<file path="src/rtl/core/lgd_pkg.sv">
package lgd_pkg;

    localparam int LGD_SITE_W   = 24;
    localparam int LGD_FRAC_W   = 16;
    localparam int LGD_THR_W    = 17;
    // neighbour index width that covers the largest lattice side
    localparam int LGD_NBR_W    = 26;
    localparam int LGD_CFG_IDX_W = 2;
    localparam int LGD_Q_DEPTH  = 4;
    localparam int LGD_Q_PTR_W  = $clog2(LGD_Q_DEPTH);

    localparam logic [LGD_THR_W-1:0] LGD_DECAY_RESET  = 17'd24707;
    localparam logic [LGD_THR_W-1:0] LGD_GROWTH_RESET = 17'd65536;

    localparam int LGD_IN_DATA_W  = 48;
    localparam int LGD_IN_USER_W  = 2;
    localparam int LGD_OUT_DATA_W = 56;

    // output bit positions
    localparam int LGD_O_OCC_BIT = 24;
    localparam int LGD_O_CHG_BIT = 25;
    localparam int LGD_O_NBR_LSB = 26;

    typedef enum logic [1:0] {
        ACT_LOAD   = 2'd0,
        ACT_UPDATE = 2'd1,
        ACT_READ   = 2'd2
    } t_act;

    typedef enum logic [1:0] {
        DIR_LEFT  = 2'd0,
        DIR_RIGHT = 2'd1,
        DIR_UP    = 2'd2,
        DIR_DOWN  = 2'd3
    } t_dir;

    typedef enum logic [LGD_CFG_IDX_W-1:0] {
        CFG_DECAY  = 2'd0,
        CFG_GROWTH = 2'd1
    } t_cfg_reg;

    typedef enum logic [1:0] {
        BK_IDLE,
        BK_SITE,
        BK_NBR
    } t_bstate;

    typedef struct packed {
        t_act                  kind;
        logic                  in_range;
        logic [LGD_SITE_W-1:0] site;
        logic                  load_value;
        logic [LGD_FRAC_W-1:0] frac;
        logic [LGD_NBR_W-1:0]  nbr;
    } t_job;

    typedef struct packed {
        logic [LGD_SITE_W-1:0] neighbour_site;
        logic                  changed;
        logic                  occupied;
        logic [LGD_SITE_W-1:0] out_site;
    } t_result;

    typedef struct packed {
        logic [LGD_THR_W-1:0] decay;
        logic [LGD_THR_W-1:0] growth;
    } t_thresh;

endpackage

</file>
<file path="src/rtl/core/lgd_queue.sv">
module lgd_queue
    import lgd_pkg::*;
(
    input  logic i_clk,
    input  logic i_rst_n,
    input  logic i_push,
    input  t_job i_job,
    output logic o_full,
    input  logic i_pop,
    output logic o_empty,
    output t_job o_head
);

    t_job                 r_mem [LGD_Q_DEPTH];
    logic [LGD_Q_PTR_W-1:0] r_wr;
    logic [LGD_Q_PTR_W-1:0] r_rd;
    logic [LGD_Q_PTR_W:0]   r_cnt;

    logic do_push;
    logic do_pop;

    assign o_full  = (r_cnt == (LGD_Q_PTR_W+1)'(LGD_Q_DEPTH));
    assign o_empty = (r_cnt == '0);
    assign o_head  = r_mem[r_rd];
    assign do_push = i_push && !o_full;
    assign do_pop  = i_pop && !o_empty;

    always_ff @(posedge i_clk) begin
        if (!i_rst_n) begin
            r_wr  <= '0;
            r_rd  <= '0;
            r_cnt <= '0;
        end else begin
            if (do_push) begin
                r_wr <= r_wr + 1'b1;
            end
            if (do_pop) begin
                r_rd <= r_rd + 1'b1;
            end
            case ({do_push, do_pop})
                2'b10:   r_cnt <= r_cnt + 1'b1;
                2'b01:   r_cnt <= r_cnt - 1'b1;
                default: r_cnt <= r_cnt;
            endcase
        end
        if (do_push) begin
            r_mem[r_wr] <= i_job;
        end
    end

endmodule

</file>
<file path="config.mk">
export PLATFORM = sky130hd
export DESIGN_NAME = lgd_queue
export DESIGN_NICKNAME = d
export VERILOG_FILES = /design/src/rtl/core/lgd_pkg.sv /design/src/rtl/core/lgd_queue.sv
export SDC_FILE = /design/constraint.sdc
export NUM_CORES = 1
export LEC_CHECK = 0
export BUFFER_PORTS_ARGS = -buffer_cell sky130_fd_sc_hd__buf_2
export CAP_MARGIN = 15
export CORE_ASPECT_RATIO = 0.8
export CORE_MARGIN = 10
export CORE_UTILIZATION = 47
export CTS_CLUSTER_SIZE = 20
export DETAILED_ROUTE_END_ITERATION = 8
export HOLD_SLACK_MARGIN = 0.15
export PLACE_DENSITY = 0.73
export SLEW_MARGIN = 25
export SYNTH_ARGS = -nofsm -noshare
export SYNTH_HDL_FRONTEND = slang
export SYNTH_SLANG_ARGS = --single-unit
</file>
<file path="constraint.sdc">
create_clock -name i_clk -period 3.93 [get_ports i_clk]
set_input_delay 0.393 -clock i_clk [delete_from_list [all_inputs] [get_ports i_clk]]
set_output_delay 0.393 -clock i_clk [all_outputs]
set_load 0.01 [all_outputs]
</file>
==> results.toml, run 1 <==
[grt]
antenna_found_initial = 0
grt_pass1_vias = 5546
grt_max_degree = 71
grt.overflow.total = 0
grt_usage_pct = 13.9
grt_pass1_wl_um = 32100

[power_and_ir_drop]
power.leakage_nw = 4.48
powerDensity_mw_per_mm2 = 603
ir_drop_uv = 338

[critical_path]
end_kind = "primary output"
arrival_ns = 2.42
r2r_slack_ns = 1.62
reg2reg_depth = 5
crit_type = "register to primary output"
cp_max_fo = 47
required_ns = 3.54
crit_path_end = "o_head[41]"
regToRegEndpoint = "r_mem[2][15]"
reg2reg_from = "r_cnt[2]"
start_kind = "register"

[placed_design]
dp_cells = 858
numPortBuffers = 145
gp_congestion = 0.683
dpl_cell_area_mm2 = 0.0117
dp_hpwl_um = 12800

[cts]
numCtsBuffers = 27
cts_root_buf = "clkbuf_16"
cts_tree = "yes"
cts.sinks = 289
hold_buffers = 70
clkTransAtPathRegs_ns = 0.06
h-tree-depth = 1
cts_max_path_buffers = 3
clk_latency_ns = 0.52
cts_setup_buffers = 0
cts_resized = 0

[sta]
fin_crit_ns = 2.82
fin_tns_setup_ns = 0
max_slew.worst_pin.slew_ns = 0.624
max_freq_mhz = 355
holdWs_ns = 0.213
skew_ns = 0.0126
period_share_pct = 71.7
hold_viol = 0
setup_violations = 0
rsz0062_at_grt = "no"
slew_viol_final = 0
relSlewSlack_pct = 58.3

[synthesis]
async_reset_ff_share_pct = 0
netlist_area_mm2 = 0.0107
synth_compound_area_share_pct = 0.375
ys.flop_type = "edfxtp_1"
synth_top_family_by_area = "multiplexers"
yosys_warnings = 0
syn_inst = 420
ys_seq_area_share_pct = 80.5
ys_ff_latch = 289
synth.top_cell.area_share_pct = 78.8
synth_largest_area_cell = "edfxtp_1"
synth-simple-area-share_pct = 1.15
synth-adder-area-share_pct = 0.774
synth_mux_area_share_pct = 15.0
synth-edff-count = 280
synth_area_per_cell_um2 = 25.4
synthXorXnorAreaFrac_pct = 0.164
synth_nets = 500
synth.distinct_cells = 24
synth_area_leaders = "edfxtp_1 79%, mux4_2 15%, dfxtp_1 1.7%, buf_12 1.3%, ha_1 0.59%"

[floorplan]
initial_utilization_pct = 47.7
core_mm2 = 0.0224
fp-row-count = 49
ios = 146
die_y_um = 155
die_x_um = 188
die-area_mm2 = 0.0292

[finish]
postLayoutCellArea_mm2 = 0.0133
nets = 733
area_growth_pct = 24.7
fillers = 1570
drive_gt1_share_pct = 39.8
final_cells = 979
utilization_pct = 59.4
final_cell_mix = "280 x edfxtp_1, 145 x buf_2, 70 x mux4_2, 70 x dlygate4sd3_1, 27 x clkbuf_16"
final_common_cell = "edfxtp_1"
antenna_cells = 0

[route]
routed_wl_um = 20600
viasPerCell = 5.14
vias = 5028
ant_nets = 0
firstDrtPassIters = 5
drt_iter0_markers = 280
routedWlPerCell_um = 21.0
drc = 0

[worst_hold_path]
hold_class = "input pin to register"

[run_status]
status = "finished clean"

[run]
maxCapViolCount = 0
registers in the layout (all words and copies together) (netlist names), named ones only:
signal and flops:
r_cnt 3, r_wr 2, r_mem 280, r_rd 2
layer usage:
metal  track usage, %  part of all wire [%]  vias to the layer above
li1                 -                     -                     2251
met4             2.72                   1.3                        0
met3             4.00                   6.7                       22
met5                0                     0                        -
met2             23.4                    50                      159
met1             17.8                    42                     2596
cells in the mapped netlist, drive strengths merged, types with 5 or more instances:
master / number
inv: 6
dfxtp: 9
ha: 5
buf: 17
nand2: 7
edfxtp: 280
o21ai: 5
mux4: 70
and2: 6
report_power, final:
group	switching [W]	leakage (nW)	internal [W]
registers	0.000155	2.64	0.00371
clock network	0.00104	0.404	0.00139
logic	0.000865	1.43	0.000867
worst min-delay path by stage:
| stage | startpoint | to | slack (ns) | cells after the start |
|---|---|---|---|---|
| 2_1_floorplan | r_rd[1] | register | 0.46 | 2 |
| 3_3_place_gp | r_rd[1] | register | 0.46 | 2 |
| 3_5_place_dp | r_rd[0] | register | 0.47 | 2 |
| 4_1_cts | i_pop | register | 0.18 | 3 |
| 5_1_grt | i_rst_n | r_cnt[2] | 0.19 | 2 |
| 6_report | i_pop | register | 0.21 | 3 |
kinds of logic after synthesis:
group | Yosys count
XOR/XNOR | 2
flip-flops | 289
AO/OA/AOI/OAI | 7
AND/OR/NAND/NOR | 20
multiplexers | 72
adder cells (fa/ha/maj) | 6
buffers and inverters | 24
cell type report:
class,count,area (um2),share of cell area [%]
multi-input cells,107,1870,14.1
clock inverters,20,150,1.13
clock buffers,29,683,5.14
inverters,6,22.5,0.169
repair buffers,222,1600,12.0
flip-flops and latches,289,8600,64.6
well taps,306,383,2.88
critical path, stage by stage, from the launching register on:
cell and delay, ns:
dfxtp_4 0.66, buf_12 0.38, mux4_2 0.60, buf_2 0.17
per-stage QoR:
step	worst slack (ns)	total power, W
4_1_cts	1.03	0.00814
2_1_floorplan	1.07	0.00509
3_3_place_gp	1.59	0.00557
3_5_place_dp	1.50	0.00565
5_1_grt	0.918	0.00841
6_report	1.11	0.00802
(Power assumes the default switching activity.)
==> run 2, diff against run 1 <==
Settings changed: PLACE_DENSITY 0.73 to 0.76.
Clock period 3.93 ns to 2.4 ns, I/O delays scaled along.
==> run 2 against run 1 <==
Count of clock-buffer cells in the layout grew 4. Via count grew 2.2%. Cell count grew 1.6%. Register-to-register slack lost 1.4 ns. Sequential power grew 61%. First-iteration DRC count grew 3.6%. Hold slack gained 0.015 ns. Non-clock buffer count grew 12. Sequential cell count is the same. Sequential share of layout area shrank 0.69 points. Clock power grew 71%. Critical path type unchanged. Largest power group unchanged. Highest routed layer unchanged.
==> results.toml, run 2 (synthesis results as in run 1) <==
[floorplan]
die-area_mm2 = 0.0292
ios = 146
initial_utilization_pct = 47.7
die_y_um = 155
core_mm2 = 0.0224
fp-row-count = 49
die_x_um = 188

[cts]
cts.sinks = 289
h-tree-depth = 1
cts_max_path_buffers = 3
clkTransAtPathRegs_ns = 0.06
cts_setup_buffers = 0
numCtsBuffers = 28
cts_root_buf = "clkbuf_16"
clk_latency_ns = 0.53
cts_tree = "yes"

[power_and_ir_drop]
combPwrFrac_pct = 22.2
ir_drop_uv = 704
p_seq_share_pct = 46.7
power.internal_w = 0.00995
switching_power_w = 0.00341
power.leakage_nw = 4.57
p_clk_share_pct = 31.1
p_total_w = 0.0134
switching_share_pct = 25.5
powerDensity_mw_per_mm2 = 993

[route]
routedWlPerCell_um = 21.3
ant_nets = 0
routed_wl_um = 21200
drt_iter0_markers = 290
firstDrtPassIters = 4
viasPerCell = 5.17
drc = 0
vias = 5141

[critical_path]
critical_path.n_buffers_inverters = 2
required_ns = 2.16
arrival_ns = 2.02
cp_top_family = "buffers and inverters"
cpPeakStageDelay_ns = 0.55
worst_path_max_delay_cell = "dfxtp_4"
end_kind = "primary output"
crit_chain = "buf_4, mux4_2, buf_2"
crit_type = "register to primary output"
start_kind = "register"
cp_max_fo = 20

[grt]
grt_usage_pct = 14.4
antenna_found_initial = 1
grt.overflow.total = 0
grt_pass1_vias = 5801
grt_pass1_wl_um = 33300
grt_max_degree = 46

[sta]
fin_tns_setup_ns = 0
relSlewSlack_pct = 72.7
holdWs_ns = 0.228
period_share_pct = 94.1
slew_viol_final = 0
rsz0062_at_grt = "no"
setup_violations = 0
max_freq_mhz = 443
skew_ns = 0.0158
fin_crit_ns = 2.26
fin_ws_ns = 0.143
max_slew.worst_pin.slew_ns = 0.410
hold_viol = 0

[worst_hold_path]
hold_class = "input pin to register"

[finish]
area_growth_pct = 26.0
largest_register_ffs = 280
drive_gt1_share_pct = 40.8
top_regs = "r_mem x280, r_cnt x3"
postLayoutCellArea_mm2 = 0.0134
largest-register = "r_mem"
final_cell_mix = "280 x edfxtp_1, 145 x buf_2, 72 x dlygate4sd3_1"
nets = 746
final_common_cell = "edfxtp_1"

[placed_design]
dpl_cell_area_mm2 = 0.0118
gp_congestion = 0.702
post-place-ws_ns = 0.238
dp_hpwl_um = 13100
numPortBuffers = 145

[run]
maxCapViolCount = 0

[run_status]
status = "finished clean"
==> run 2: cell types whose count changed in the layout (fill, tap and decap cells not counted), sizes merged <==
cell / before / now
clkinv: 14 / 17
clkbuf: 29 / 33
buf: 152 / 162
inv: 8 / 6
clkinvlp: 2 / 0
dlygate4sd3: 70 / 72
diode: 0 / 1
==> run 2: final cells by class <==
type	count	area, um2
antenna	1	2.50
clock buffer	33	741
clock inverter	19	143
fill	1583	8930
inverter	6	22.5
multi-input combinational	107	1870
sequential	289	8600
tap	306	383
timing repair buffer	234	1690
==> run 2: path summary, 6_finish.rpt <==
check                              start        end  slack, ns  cells after the start
worst max-delay path            register  o_head[5]       0.14                      3
worst min-delay path              i_push    r_wr[1]       0.23                      4
worst max register to register  r_cnt[2]   r_cnt[2]       0.23                     10
worst min register to register   r_rd[1]   register       0.49                      2
==> run 2: power groups by stage <==
stage	clock (W)	combinational, W	sequential (W)
final	0.00415	0.00296	0.00624
after global routing	0.00451	0.00323	0.00628
after CTS	0.00426	0.00305	0.00625
after detailed placement	0	0.00294	0.00635
after global placement	0	0.00288	0.00630
after floorplan	0	0.00203	0.00628
==> run 2: through the flow <==
step                      util [%]  instances
after floorplan                  -        420
after global placement        52.9        870
after detailed placement      52.9        870
after CTS                     60.1        994
after global routing          60.1        995
final                         60.1        995
==> run 2: per-layer routing <==
metal / vias to the layer above / wire length [um] / track usage [%]
met5: - / 0 / 0
met4: 0 / 227 / 2.79
met3: 19 / 1310 / 4.11
met2: 144 / 11000 / 24.8
met1: 2696 / 8650 / 18.0
li1: 2282 / - / -
==> run 2: repair_timing <==
item	4_1_cts	5_1_grt
hold endpoints to repair	289	0
setup endpoints to repair	0	0
hold buffers	72	0
resized for setup	0	0
==> run 2: worst reg2reg max path: cells and delay by family, from the launching register on <==
kind	cells	cell delay, ns
simple gates	3	0.60
fa+ha+maj	2	0.55
flops	1	0.38
buf+inv	3	0.29
xor+xnor	1	0.16
compound gates	1	0.13
==> run 3, diff against run 2 <==
Settings changed: PLACE_DENSITY 0.76 to 0.73.
Clock period 2.4 ns to 2.55 ns, I/O delays scaled along.
==> run 3 against run 2 <==
Hold slack improved by 0.0021 ns. Die area did not move. Wire length fell by 1.4%. Combinational power fell by 5%. Cell count did not move. Count of clock-buffer cells in the layout rose by 7. Register-to-register slack improved by 0.20 ns. First-iteration DRC count rose by 12%. Non-clock buffer count rose by 1. Clock power fell by 5%. Sequential share of layout area fell by 0.059 points. Global-route usage fell by 0.28 points. Critical endpoint is now o_head[38].
==> results.toml, run 3 (synthesis results as in run 1) <==
[power_and_ir_drop]
ir_drop_uv = 551
powerDensity_mw_per_mm2 = 944
p_total_w = 0.0127
power.leakage_nw = 4.57

[route]
drt_iter0_markers = 325
viasPerCell = 5.16
ant_nets = 0
routedWlPerCell_um = 21.0
firstDrtPassIters = 4
routed_wl_um = 20900
drc = 0
vias = 5136

[sta]
max_slew.worst_pin.slew_ns = 0.580
hold_viol = 0
max_freq_mhz = 423
rsz0062_at_grt = "no"
slew_viol_final = 0
skew_ns = 0.0105
period_share_pct = 92.8
fin_tns_setup_ns = 0
relSlewSlack_pct = 61.3
setup_violations = 0
fin_crit_ns = 2.37

[floorplan]
core_mm2 = 0.0224
fp-row-count = 49
die_x_um = 188
ios = 146
initial_utilization_pct = 47.7
die_y_um = 155
die-area_mm2 = 0.0292

[finish]
nets = 747
fillers = 1549
postLayoutCellArea_mm2 = 0.0135
drive_gt1_share_pct = 40.6
largest-register = "r_mem"
final_cell_mix = "280 x edfxtp_1, 145 x buf_2, 72 x dlygate4sd3_1"
area_growth_pct = 26.1
final_cells = 995
largest_register_ffs = 280
utilization_pct = 60.1
top_regs = "r_mem x280, r_cnt x3"
final_common_cell = "edfxtp_1"

[placed_design]
numPortBuffers = 145
dp_cells = 871
dpl_cell_area_mm2 = 0.0118
dp_hpwl_um = 13200
gp_congestion = 0.767

[critical_path]
cp_max_fo = 15
required_ns = 2.30
start_kind = "register"
arrival_ns = 2.11
reg2reg_depth = 9
crit_type = "register to primary output"
end_kind = "primary output"

[grt]
grt_max_degree = 71
grt_pass1_vias = 5567
use_met2_pct = 21.5
grt_pass1_wl_um = 32500
use_met1_pct = 19.8
grt_usage_pct = 14.1
grt_use_met3_pct = 4.31
antenna_found_initial = 1
busiest_layer = "met2"
grt.overflow.total = 0

[cts]
cts_max_path_buffers = 3
clkTransAtPathRegs_ns = 0.06
cts_setup_buffers = 0
clk_latency_ns = 0.53
h-tree-depth = 1
cts_tree = "yes"
cts_root_buf = "clkbuf_16"
numCtsBuffers = 28
cts.sinks = 289

[run]
maxCapViolCount = 0

[worst_hold_path]
hold_class = "input pin to register"
hold_depth = 3

[run_status]
status = "finished clean"
run 3: cell count changes in the layout (fill, tap and decap cells not counted), sizes merged:
cell	delta
buf	+1
clkinv	-10
clkbuf	+7
inv	+1
clkinvlp	+1
run 3: critical path, stage by stage (launching register included):
cell and delay, ns:
dfxtp_4 0.56, buf_4 0.29, mux4_2 0.56, buf_2 0.16
run 3: final timing paths:
check,from,to,slack [ns]
worst min-delay path,i_push,r_wr[0],0.23
worst min register to register,r_rd[1],register,0.50
worst max register to register,r_cnt[2],r_cnt[2],0.43
worst max-delay path,register,o_head[38],0.18
run 3: cell type report:
class | count | area (um2) | area share (%)
flip-flops and latches | 289 | 8600 | 63.9
multi-input cells | 107 | 1870 | 13.9
repair buffers | 235 | 1680 | 12.5
clock buffers | 40 | 797 | 5.92
well taps | 306 | 383 | 2.85
clock inverters | 11 | 104 | 0.772
inverters | 6 | 22.5 | 0.167
diodes | 1 | 2.50 | 0.0186
run 3: layer usage:
layer  vias up  wire length [um]
met5         -                 0
met4         0               341
li1       2280                 -
met3        26              1710
met2       188              9630
met1      2642              9200
run 3: what timing repair did:
action / CTS / global route
resized for setup: 0 / 0
hold endpoints to repair: 289 / 0
hold buffers: 72 / 0
run 3: stage by stage:
step	hold WS (ns)	setup WS, ns
2_1_floorplan	0.354	0.460
3_3_place_gp	0.466	0.527
3_5_place_dp	0.473	0.419
4_1_cts	0.213	0.107
5_1_grt	0.223	0.0467
6_report	0.230	0.184
run 3: report_power, final:
part | internal [W] | switching [W] | total [W]
sequential | 0.00572 | 0.000208 | 0.00593
combinational | 0.00142 | 0.00139 | 0.00281
clock | 0.00236 | 0.00160 | 0.00396
